**src/sv/svs_pkg.sv**
```systemverilog
package svs_pkg;

  // command codes
  typedef enum logic [2:0] {
    CMD_INSERT   = 3'd0,
    CMD_REMOVE   = 3'd1,
    CMD_CLEAR    = 3'd2,
    CMD_SET_MAX  = 3'd3,
    CMD_SET_MIN  = 3'd4,
    CMD_NEAREST  = 3'd5,
    CMD_INDEX_OF = 3'd6,
    CMD_VALUE_AT = 3'd7
  } cmd_t;

  // result status codes
  localparam logic [2:0] ST_OK        = 3'd0;
  localparam logic [2:0] ST_NOT_FOUND = 3'd1;
  localparam logic [2:0] ST_BAD_INDEX = 3'd2;
  localparam logic [2:0] ST_EMPTY     = 3'd3;
  localparam logic [2:0] ST_FULL      = 3'd4;

  // sequencer states
  typedef enum logic [3:0] {
    S_IDLE,
    S_SCAN_RD,
    S_SCAN_CHK,
    S_DECIDE,
    S_UP_RD,
    S_UP_WR,
    S_DN_RD,
    S_DN_WR,
    S_VAL_RD,
    S_VAL_CHK,
    S_MIN_RD,
    S_MIN_CHK,
    S_MAX_CHK,
    S_DONE
  } seq_state_t;

endpackage

```
**src/sv/svs_mem.sv**
```systemverilog
module svs_mem #(
  parameter int DEPTH = 64,
  parameter int WIDTH = 32,
  parameter int AW    = 6
) (
  input  logic             clk,
  input  logic             wr_en,
  input  logic [AW-1:0]    wr_addr,
  input  logic [WIDTH-1:0] wr_data,
  input  logic             rd_en,
  input  logic [AW-1:0]    rd_addr,
  output logic [WIDTH-1:0] rd_data
);

  logic [WIDTH-1:0] mem [DEPTH];

  // single write port
  always_ff @(posedge clk) begin
    if (wr_en) begin
      mem[wr_addr] <= wr_data;
    end
  end

  // registered read port
  always_ff @(posedge clk) begin
    if (rd_en) begin
      rd_data <= mem[rd_addr];
    end
  end

endmodule

```
**src/sv/sorted_value_set_snap.sv**
```systemverilog
// Sorted value set with nearest-value lookup.
// The input channel (in_valid / in_stall) carries one command transaction:
// cmd, key_value and slot_index. The output channel (out_valid / out_stall)
// returns exactly one result transaction per command: status, out_value,
// out_index, entry_count, least_value and greatest_value.
// The values sit in ascending order in a single-port-read, single-port-write
// memory with a registered read port, walked by a sequencer.
// One command is worked at a time; in_stall is high from acceptance until the
// result is loaded into the output register.
// Per command: a scan step for each entry below the key's sorted place, then
// for insert, remove and set_min a move step for each shifted entry, then the
// fetch of the end entries and the result load. Clear and value_at skip the
// scan. Each entry step makes one access to the memory read port.
// Reset empties the set and drops any pending result; the memory needs no
// clearing pass since only entries below the count are ever read.
// While the receiver stalls, the result is held in the output register and
// the next command may still be accepted and worked up to its final load.
module sorted_value_set_snap
  import svs_pkg::*;
#(
  parameter int TABLE_DEPTH = 64,
  parameter int VALUE_BITS  = 32
) (
  input  logic                         clk,
  input  logic                         rst,
  input  logic                         in_valid,
  output logic                         in_stall,
  input  logic [2:0]                   cmd,
  input  logic signed [VALUE_BITS-1:0] key_value,
  input  logic [$clog2(TABLE_DEPTH)-1:0] slot_index,
  output logic                         out_valid,
  input  logic                         out_stall,
  output logic [2:0]                   status,
  output logic signed [VALUE_BITS-1:0] out_value,
  output logic [$clog2(TABLE_DEPTH)-1:0] out_index,
  output logic [$clog2(TABLE_DEPTH+1)-1:0] entry_count,
  output logic signed [VALUE_BITS-1:0] least_value,
  output logic signed [VALUE_BITS-1:0] greatest_value
);

  localparam int AW = $clog2(TABLE_DEPTH);
  localparam int CW = $clog2(TABLE_DEPTH + 1);
  localparam int VB = VALUE_BITS;
  localparam logic [CW-1:0] DEPTH_C = CW'(TABLE_DEPTH);

  seq_state_t state, state_next;
  cmd_t cmd_r, cmd_r_next;
  logic signed [VB-1:0] key_r, key_r_next;
  logic [AW-1:0] slot_r, slot_r_next;
  logic [CW-1:0] cnt, cnt_next;
  logic [CW-1:0] idx, idx_next;
  logic [CW-1:0] pos, pos_next;
  logic [CW-1:0] shift_gap, shift_gap_next;
  logic found, found_next;
  logic signed [VB-1:0] prev, prev_next;
  logic signed [VB-1:0] cur, cur_next;
  logic [2:0] stat_r, stat_r_next;
  logic signed [VB-1:0] oval_r, oval_r_next;
  logic [AW-1:0] oidx_r, oidx_r_next;
  logic signed [VB-1:0] least_r, least_r_next;
  logic signed [VB-1:0] great_r, great_r_next;
  logic load_out;

  logic           wr_en, rd_en;
  logic [AW-1:0]  wr_addr, rd_addr;
  logic [VB-1:0]  wr_data, rd_raw;
  logic signed [VB-1:0] rd_data;

  logic [CW-1:0] idx_dec, idx_dst, cnt_dec, q_pos;
  logic [VB:0]   up_dist, lo_dist;

  assign rd_data = rd_raw;
  assign idx_dec = idx - 1'b1;
  assign idx_dst = idx - shift_gap;
  assign cnt_dec = cnt - 1'b1;
  assign q_pos   = pos + CW'(found);
  assign up_dist = {cur[VB-1], cur} - {key_r[VB-1], key_r};
  assign lo_dist = {key_r[VB-1], key_r} - {prev[VB-1], prev};

  svs_mem #(.DEPTH(TABLE_DEPTH), .WIDTH(VB), .AW(AW)) u_mem (
    .clk     (clk),
    .wr_en   (wr_en),
    .wr_addr (wr_addr),
    .wr_data (wr_data),
    .rd_en   (rd_en),
    .rd_addr (rd_addr),
    .rd_data (rd_raw)
  );

  assign in_stall = (state != S_IDLE);

  // control registers
  always_ff @(posedge clk) begin
    if (rst) begin
      state     <= S_IDLE;
      cnt       <= '0;
      out_valid <= 1'b0;
    end else begin
      state     <= state_next;
      cnt       <= cnt_next;
      out_valid <= load_out | (out_valid & out_stall);
    end
  end

  // working payload registers
  always_ff @(posedge clk) begin
    cmd_r     <= cmd_r_next;
    key_r     <= key_r_next;
    slot_r    <= slot_r_next;
    idx       <= idx_next;
    pos       <= pos_next;
    shift_gap <= shift_gap_next;
    found     <= found_next;
    prev      <= prev_next;
    cur       <= cur_next;
    stat_r    <= stat_r_next;
    oval_r    <= oval_r_next;
    oidx_r    <= oidx_r_next;
    least_r   <= least_r_next;
    great_r   <= great_r_next;
  end

  // output register
  always_ff @(posedge clk) begin
    if (load_out) begin
      status         <= stat_r;
      out_value      <= oval_r;
      out_index      <= oidx_r;
      entry_count    <= cnt;
      least_value    <= least_r;
      greatest_value <= great_r;
    end
  end

  // sequencer
  always_comb begin
    state_next     = state;
    cmd_r_next     = cmd_r;
    key_r_next     = key_r;
    slot_r_next    = slot_r;
    cnt_next       = cnt;
    idx_next       = idx;
    pos_next       = pos;
    shift_gap_next = shift_gap;
    found_next     = found;
    prev_next      = prev;
    cur_next       = cur;
    stat_r_next    = stat_r;
    oval_r_next    = oval_r;
    oidx_r_next    = oidx_r;
    least_r_next   = least_r;
    great_r_next   = great_r;
    load_out       = 1'b0;
    wr_en          = 1'b0;
    wr_addr        = idx[AW-1:0];
    wr_data        = key_r;
    rd_en          = 1'b0;
    rd_addr        = idx[AW-1:0];

    case (state)
      S_IDLE: begin
        if (in_valid) begin
          cmd_r_next  = cmd_t'(cmd);
          key_r_next  = key_value;
          slot_r_next = slot_index;
          stat_r_next = ST_OK;
          oval_r_next = '0;
          oidx_r_next = '0;
          idx_next    = '0;
          found_next  = 1'b0;
          case (cmd_t'(cmd))
            CMD_CLEAR: begin
              cnt_next   = '0;
              state_next = S_MIN_RD;
            end
            CMD_VALUE_AT: state_next = S_VAL_RD;
            default:      state_next = S_SCAN_RD;
          endcase
        end
      end

      // linear search for the first entry not below the key
      S_SCAN_RD: begin
        if (idx >= cnt) begin
          pos_next   = cnt;
          state_next = S_DECIDE;
        end else begin
          rd_en      = 1'b1;
          state_next = S_SCAN_CHK;
        end
      end

      S_SCAN_CHK: begin
        if (rd_data >= key_r) begin
          pos_next   = idx;
          cur_next   = rd_data;
          found_next = (rd_data == key_r);
          state_next = S_DECIDE;
        end else begin
          prev_next  = rd_data;
          idx_next   = idx + 1'b1;
          state_next = S_SCAN_RD;
        end
      end

      // act on the search result
      S_DECIDE: begin
        state_next = S_MIN_RD;
        case (cmd_r)
          CMD_INSERT: begin
            if (found) begin
              stat_r_next = ST_NOT_FOUND;
            end else if (cnt >= DEPTH_C) begin
              stat_r_next = ST_FULL;
            end else begin
              idx_next   = cnt;
              state_next = S_UP_RD;
            end
          end
          CMD_REMOVE: begin
            if (!found) begin
              stat_r_next = ST_NOT_FOUND;
            end else begin
              idx_next       = pos + 1'b1;
              shift_gap_next = CW'(1);
              state_next     = S_DN_RD;
            end
          end
          CMD_SET_MAX: begin
            cnt_next = pos;
            if (pos >= DEPTH_C) begin
              stat_r_next = ST_FULL;
            end else begin
              wr_en    = 1'b1;
              wr_addr  = pos[AW-1:0];
              cnt_next = pos + 1'b1;
            end
          end
          CMD_SET_MIN: begin
            if (q_pos == '0) begin
              if (cnt >= DEPTH_C) begin
                stat_r_next = ST_FULL;
              end else begin
                idx_next   = cnt;
                state_next = S_UP_RD;
              end
            end else begin
              // key takes slot zero, the kept tail closes up behind it
              wr_en          = 1'b1;
              wr_addr        = '0;
              idx_next       = q_pos;
              shift_gap_next = q_pos - 1'b1;
              state_next     = S_DN_RD;
            end
          end
          CMD_NEAREST: begin
            if (cnt == '0) begin
              stat_r_next = ST_EMPTY;
            end else if (found) begin
              oval_r_next = key_r;
            end else if (pos == '0) begin
              oval_r_next = cur;
            end else if (pos >= cnt) begin
              oval_r_next = prev;
            end else begin
              oval_r_next = (up_dist > lo_dist) ? prev : cur;
            end
          end
          CMD_INDEX_OF: begin
            if (found) begin
              oidx_r_next = pos[AW-1:0];
            end else begin
              stat_r_next = ST_NOT_FOUND;
            end
          end
          default: ;
        endcase
      end

      // open a gap at pos, moving the tail up one place
      S_UP_RD: begin
        if (idx == pos) begin
          wr_en      = 1'b1;
          wr_addr    = pos[AW-1:0];
          cnt_next   = cnt + 1'b1;
          state_next = S_MIN_RD;
        end else begin
          rd_en      = 1'b1;
          rd_addr    = idx_dec[AW-1:0];
          state_next = S_UP_WR;
        end
      end

      S_UP_WR: begin
        wr_en      = 1'b1;
        wr_addr    = idx[AW-1:0];
        wr_data    = rd_data;
        idx_next   = idx_dec;
        state_next = S_UP_RD;
      end

      // move the tail down by the gap
      S_DN_RD: begin
        if (idx >= cnt) begin
          cnt_next   = cnt - shift_gap;
          state_next = S_MIN_RD;
        end else begin
          rd_en      = 1'b1;
          state_next = S_DN_WR;
        end
      end

      S_DN_WR: begin
        wr_en      = 1'b1;
        wr_addr    = idx_dst[AW-1:0];
        wr_data    = rd_data;
        idx_next   = idx + 1'b1;
        state_next = S_DN_RD;
      end

      S_VAL_RD: begin
        if (cnt == '0) begin
          stat_r_next = ST_EMPTY;
          state_next  = S_MIN_RD;
        end else if (CW'(slot_r) >= cnt) begin
          stat_r_next = ST_BAD_INDEX;
          state_next  = S_MIN_RD;
        end else begin
          rd_en      = 1'b1;
          rd_addr    = slot_r;
          state_next = S_VAL_CHK;
        end
      end

      S_VAL_CHK: begin
        oval_r_next = rd_data;
        state_next  = S_MIN_RD;
      end

      // fetch the end entries for the result
      S_MIN_RD: begin
        if (cnt == '0) begin
          least_r_next = '0;
          great_r_next = '0;
          state_next   = S_DONE;
        end else begin
          rd_en      = 1'b1;
          rd_addr    = '0;
          state_next = S_MIN_CHK;
        end
      end

      S_MIN_CHK: begin
        least_r_next = rd_data;
        rd_en        = 1'b1;
        rd_addr      = cnt_dec[AW-1:0];
        state_next   = S_MAX_CHK;
      end

      S_MAX_CHK: begin
        great_r_next = rd_data;
        state_next   = S_DONE;
      end

      S_DONE: begin
        if (!out_valid || !out_stall) begin
          load_out   = 1'b1;
          state_next = S_IDLE;
        end
      end

      default: state_next = S_IDLE;
    endcase
  end

endmodule

```
**config.mk**
```make
export PLATFORM = sky130hd
export DESIGN_NAME = sorted_value_set_snap
export DESIGN_NICKNAME = d
export VERILOG_FILES = /design/src/sv/svs_pkg.sv /design/src/sv/svs_mem.sv /design/src/sv/sorted_value_set_snap.sv
export SDC_FILE = /design/constraint.sdc
export NUM_CORES = 2
export LEC_CHECK = 0
export ABC_AREA = 0
export BUFFER_PORTS_ARGS = -buffer_cell sky130_fd_sc_hd__buf_2
export CAP_MARGIN = 10
export CORE_MARGIN = 5
export CORE_UTILIZATION = 50
export CTS_BUF_LIST = sky130_fd_sc_hd__clkbuf_4 sky130_fd_sc_hd__clkbuf_8
export CTS_CLUSTER_DIAMETER = 120
export DETAILED_ROUTE_END_ITERATION = 7
export PLACE_DENSITY_LB_ADDON = 0.08
export SYNTH_ARGS = -nofsm -noshare
export SYNTH_HDL_FRONTEND = slang
export SYNTH_SLANG_ARGS = --single-unit
```
**constraint.sdc**
```tcl
create_clock -name clk -period 13.1 [get_ports clk]
set_input_delay 0.655 -clock clk [delete_from_list [all_inputs] [get_ports clk]]
set_output_delay 0.655 -clock clk [all_outputs]
set_load 0.005 [all_outputs]
```
==> summary.txt <==
Run status
  • Outcome: completed

Yosys
  • Seq/Total Area, Yosys: 0.730
  • Mapped Area: approximately 0.10 mm²
  • Post-synth EDFFs: between 2,000 and 2,500
  • Unique masters post-synth: 95
  • Cells after Synth: between 6,000 and 7,000
  • Syn_area_per_cell: about 15 µm²
  • FF+latch count, synth: between 2,000 and 2,500
  • Post-synth net total: slightly below 7,000
  • Async SR Flop Fraction: 0
  • Synth warn: 0
  • Ys flop type: edfxtp_1

Clocking
  • Worst-skew pair later-pin latency: 1110 ps
  • Post-CTS sizing: 0
  • CTS tree: built
  • CTS H-Tree Depth: 5
  • Root Driver: clkbuf_8
  • Clock buffer depth: 4
  • CTS sink cnt: roughly 2,400
  • Num CTS Buffers: a little over 400
  • Clock Pin Slew Worst Setup and Hold Paths: around 60 ps

Timing
  • Slew @ Worst Pin: approximately 1300 ps
  • Skew final: approximately 76 ps
  • RSZ-0062 raised after global routing: false
  • Slew Limit Fails: 0
  • Max frequency: around 140 MHz
  • Relative slew slack: 0.131
  • Fin crit share: 0.535
  • Setup Total Neg Slack: 0 ps
  • Final hold slack: about 170 ps
  • Final setup viols: 0
  • Tmin final: roughly 7000 ps
  • Final hold vios: 0

Setup path
  • Kind of end point of the critical path: flip-flop
  • CP Launch Type: flip-flop
  • Crit path DAT: ~7800 ps
  • CP max FO: 17
  • Critical path type: flip-flop to flip-flop
  • Required @ worst endpoint: between 10,000 and 15,000 ps

Power and ir drop
  • Power per Cell Area: 214 mW/mm²
  • Lkg Pwr: 39.7 nW
  • Pwr Total: between 20 and 25 mW
  • Peak supply drop: around 0.18 mV

Layout
  • Area occupied by multi-input gates: approximately 0.026 mm²
  • FF/Latch Area: 0.0730 mm²
  • Area Overhead vs Synth: 12.8%
  • Fill count: roughly 16,000
  • Layout cells sized above 1: 0.152
  • Nets: approximately 7,300

Global routing
  • Met2 global-route usage: 0.417
  • Total gr overflow: 0
  • Grt met1 use: 0.365
  • Vias in the first global route: between 50,000 and 60,000
  • Largest net degree at the start of global routing: about 120
  • Routing usage on met3: 0.0446
  • Grt peak-use layer: met2
  • Initial antenna violation count: 6
  • First-pass GRT wire length: just over 400,000 µm
  • GRT Total Usage: 0.259

Drt
  • Routed Antenna Nets: 0
  • Vias post-DR: a little over 60,000
  • Initial DRC Count: 6,148
  • WL/cell: between 20 and 30 µm
  • DR vias/cell: approximately 6.0
  • DRC Markers: 0
  • 1st-pass router iterations: 6
  • DRT Wirelength: about 280,000 µm

Floorplan
  • Die Y-Extent: between 400 and 500 µm
  • Die width: about 460 µm
  • I/O pin cnt: around 160
  • Row count: approximately 160
  • Core area: 0.199 mm²
  • Starting Density: 0.502
  • Die ar.: ~0.21 mm²

Placement
  • Port Buffers: 158
  • Post-DP HPWL: approximately 150,000 µm
  • RePlAce Congestion: 0.892

Flow run
  • Max-cap viol count: 0

Hold path
  • Worst hold path class: primary input to flip-flop
==> power breakdown <==
group | internal (mW) | switching (mW)
clock | 3.39 | 2.96
sequential | 9.33 | 0.396
combinational | 2.64 | 5.49
==> synth_stat cells (7+ instances only) <==
library cell	instances	share of area
a211oi_1	16	0.0012
a21o_1	58	0.0044
a21oi_1	99	0.0050
a221oi_1	72	0.0063
a22o_1	67	0.0059
a31oi_1	79	0.0049
a32o_1	63	0.0063
a32oi_1	319	0.028
and2_1	81	0.0051
and3_1	13	0.00081
buf_1	56	0.0021
buf_2	97	0.0049
buf_4	8	0.00060
buf_6	10	0.0011
clkbuf_1	200	0.0075
dfxtp_1	12	0.0024
edfxtp_1	2424	0.73
ha_1	170	0.021
inv_1	112	0.0042
mux2i_1	555	0.056
nand2_1	1155	0.043
nand2b_1	25	0.0016
nand3_1	177	0.0089
nand4_1	87	0.0054
nor2_1	158	0.0059
nor2b_1	32	0.0020
nor3_1	27	0.0014
nor4_1	9	0.00056
nor4_2	29	0.0036
o21a_1	18	0.0014
o21ai_0	141	0.0071
o21bai_1	7	0.00053
o22ai_1	50	0.0031
o31ai_1	8	0.00060
or2_2	7	0.00044
or3_1	10	0.00063
xnor2_1	48	0.0042
xor2_1	50	0.0044
==> layer usage <==
metal / wire length (µm) / vias up
li1: - / 26700
met3: 20600 / 498
met1: 118000 / 30700
met5: 0 / -
met2: 132000 / 2438
met4: 7150 / 0
==> critical path, cell delays in order, from the launching register on <==
cell and delay, ps:
edfxtp_1 440, inv_1 160, ha_1 190, inv_1 60, fa_1 400, a21o_1 170, a21oi_1 270, o21a_1 200
o21ai_0 180, a31oi_1 470, o311ai_0 260, and3_1 250, o21a_1 210, o311ai_0 320, a41oi_1 180, ha_1 350
nand4_1 110, nor3_1 80, a211oi_1 240, o21ai_0 170, a21oi_1 230, nand3_1 110, o311a_1 190, nand2_2 450
buf_4 430, mux2i_1 220, o21ai_0 100, a22o_1 260
==> area by class of cell <==
class / count / area share
Antenna cell: 10 / 0.000222
Clock buffer: 536 / 0.0586
Clock inverter: 163 / 0.00776
Inverter: 113 / 0.00376
Multi-Input combinational cell: 3737 / 0.231
Sequential cell: 2436 / 0.647
Tap cell: 2656 / 0.0294
Timing Repair Buffer: 378 / 0.0230
==> final timing paths <==
check / startpoint / to / slack, ps / cells past startpoint
setup / recovery: key_r[0] / oval_r[9] / 6090 / 27
hold / removal: in_valid / state[1] / 170 / 4
setup reg to reg: key_r[0] / oval_r[9] / 6090 / 27
hold reg to reg: least_r[30] / least_value[30] / 410 / 0
==> layout by cell type (no fill, tap or decap), types with 48 or more instances in the layout <==
cell type,instances
edfxtp_1,2424
nand2_1,1154
mux2i_1,555
a221oi_1,71
nor2_1,91
and2_1,76
clkbuf_8,415
buf_2,158
ha_1,170
xnor2_1,48
a21oi_1,96
nand4_1,87
inv_1,112
a32oi_1,319
a22o_1,67
o22ai_1,50
xor2_1,50
nor2_4,67
o21ai_0,108
nand3_1,177
clkbuf_4,121
a32o_1,63
a31oi_1,79
buf_4,172
a21o_1,58
clkinv_1,100
==> flip-flops by register name (all words and copies together), names as in the netlist, 4 cells and up <==
register        flops
u_mem.mem        2048
cur                32
great_r            32
greatest_value     32
key_r              32
least_r            32
least_value        32
out_value          32
oval_r             32
prev               32
u_mem.rd_data      32
cnt                 7
entry_count         7
idx                 7
pos                 7
shift_gap           7
oidx_r              6
out_index           6
slot_r              6
state               4
==> kinds of logic (layout without fill, tap and decap cells) <==
family	after synthesis	in the layout	synth area share
DFF	2436	2436	0.730
and+or+nand+nor	1843	1843	0.0827
AOI/OAI and AO/OA	1065	1065	0.0808
muxes	556	556	0.0556
buffers and inverters	485	1190	0.0205
adders and majority gates	174	174	0.0221
xor gates and xnor gates	99	99	0.00874
other	0	10	0
==> timing repair <==
item	4_1_cts	5_1_grt
endpoints found under the hold margin	52	0
buffers inserted	0	0
hold buffers	44	0
==> per-stage QoR <==
stage	setup slack (ps)	util	cell area, µm²	instances
after floorplan	5920	-	100000	6658
after global placement	6200	0.526	105000	9276
after detailed placement	6100	0.526	105000	9276
after CTS	6050	0.566	113000	10000
after global routing	5530	0.566	113000	10000
final	6090	0.566	113000	10000
Power figures use the tool's default switching activity.
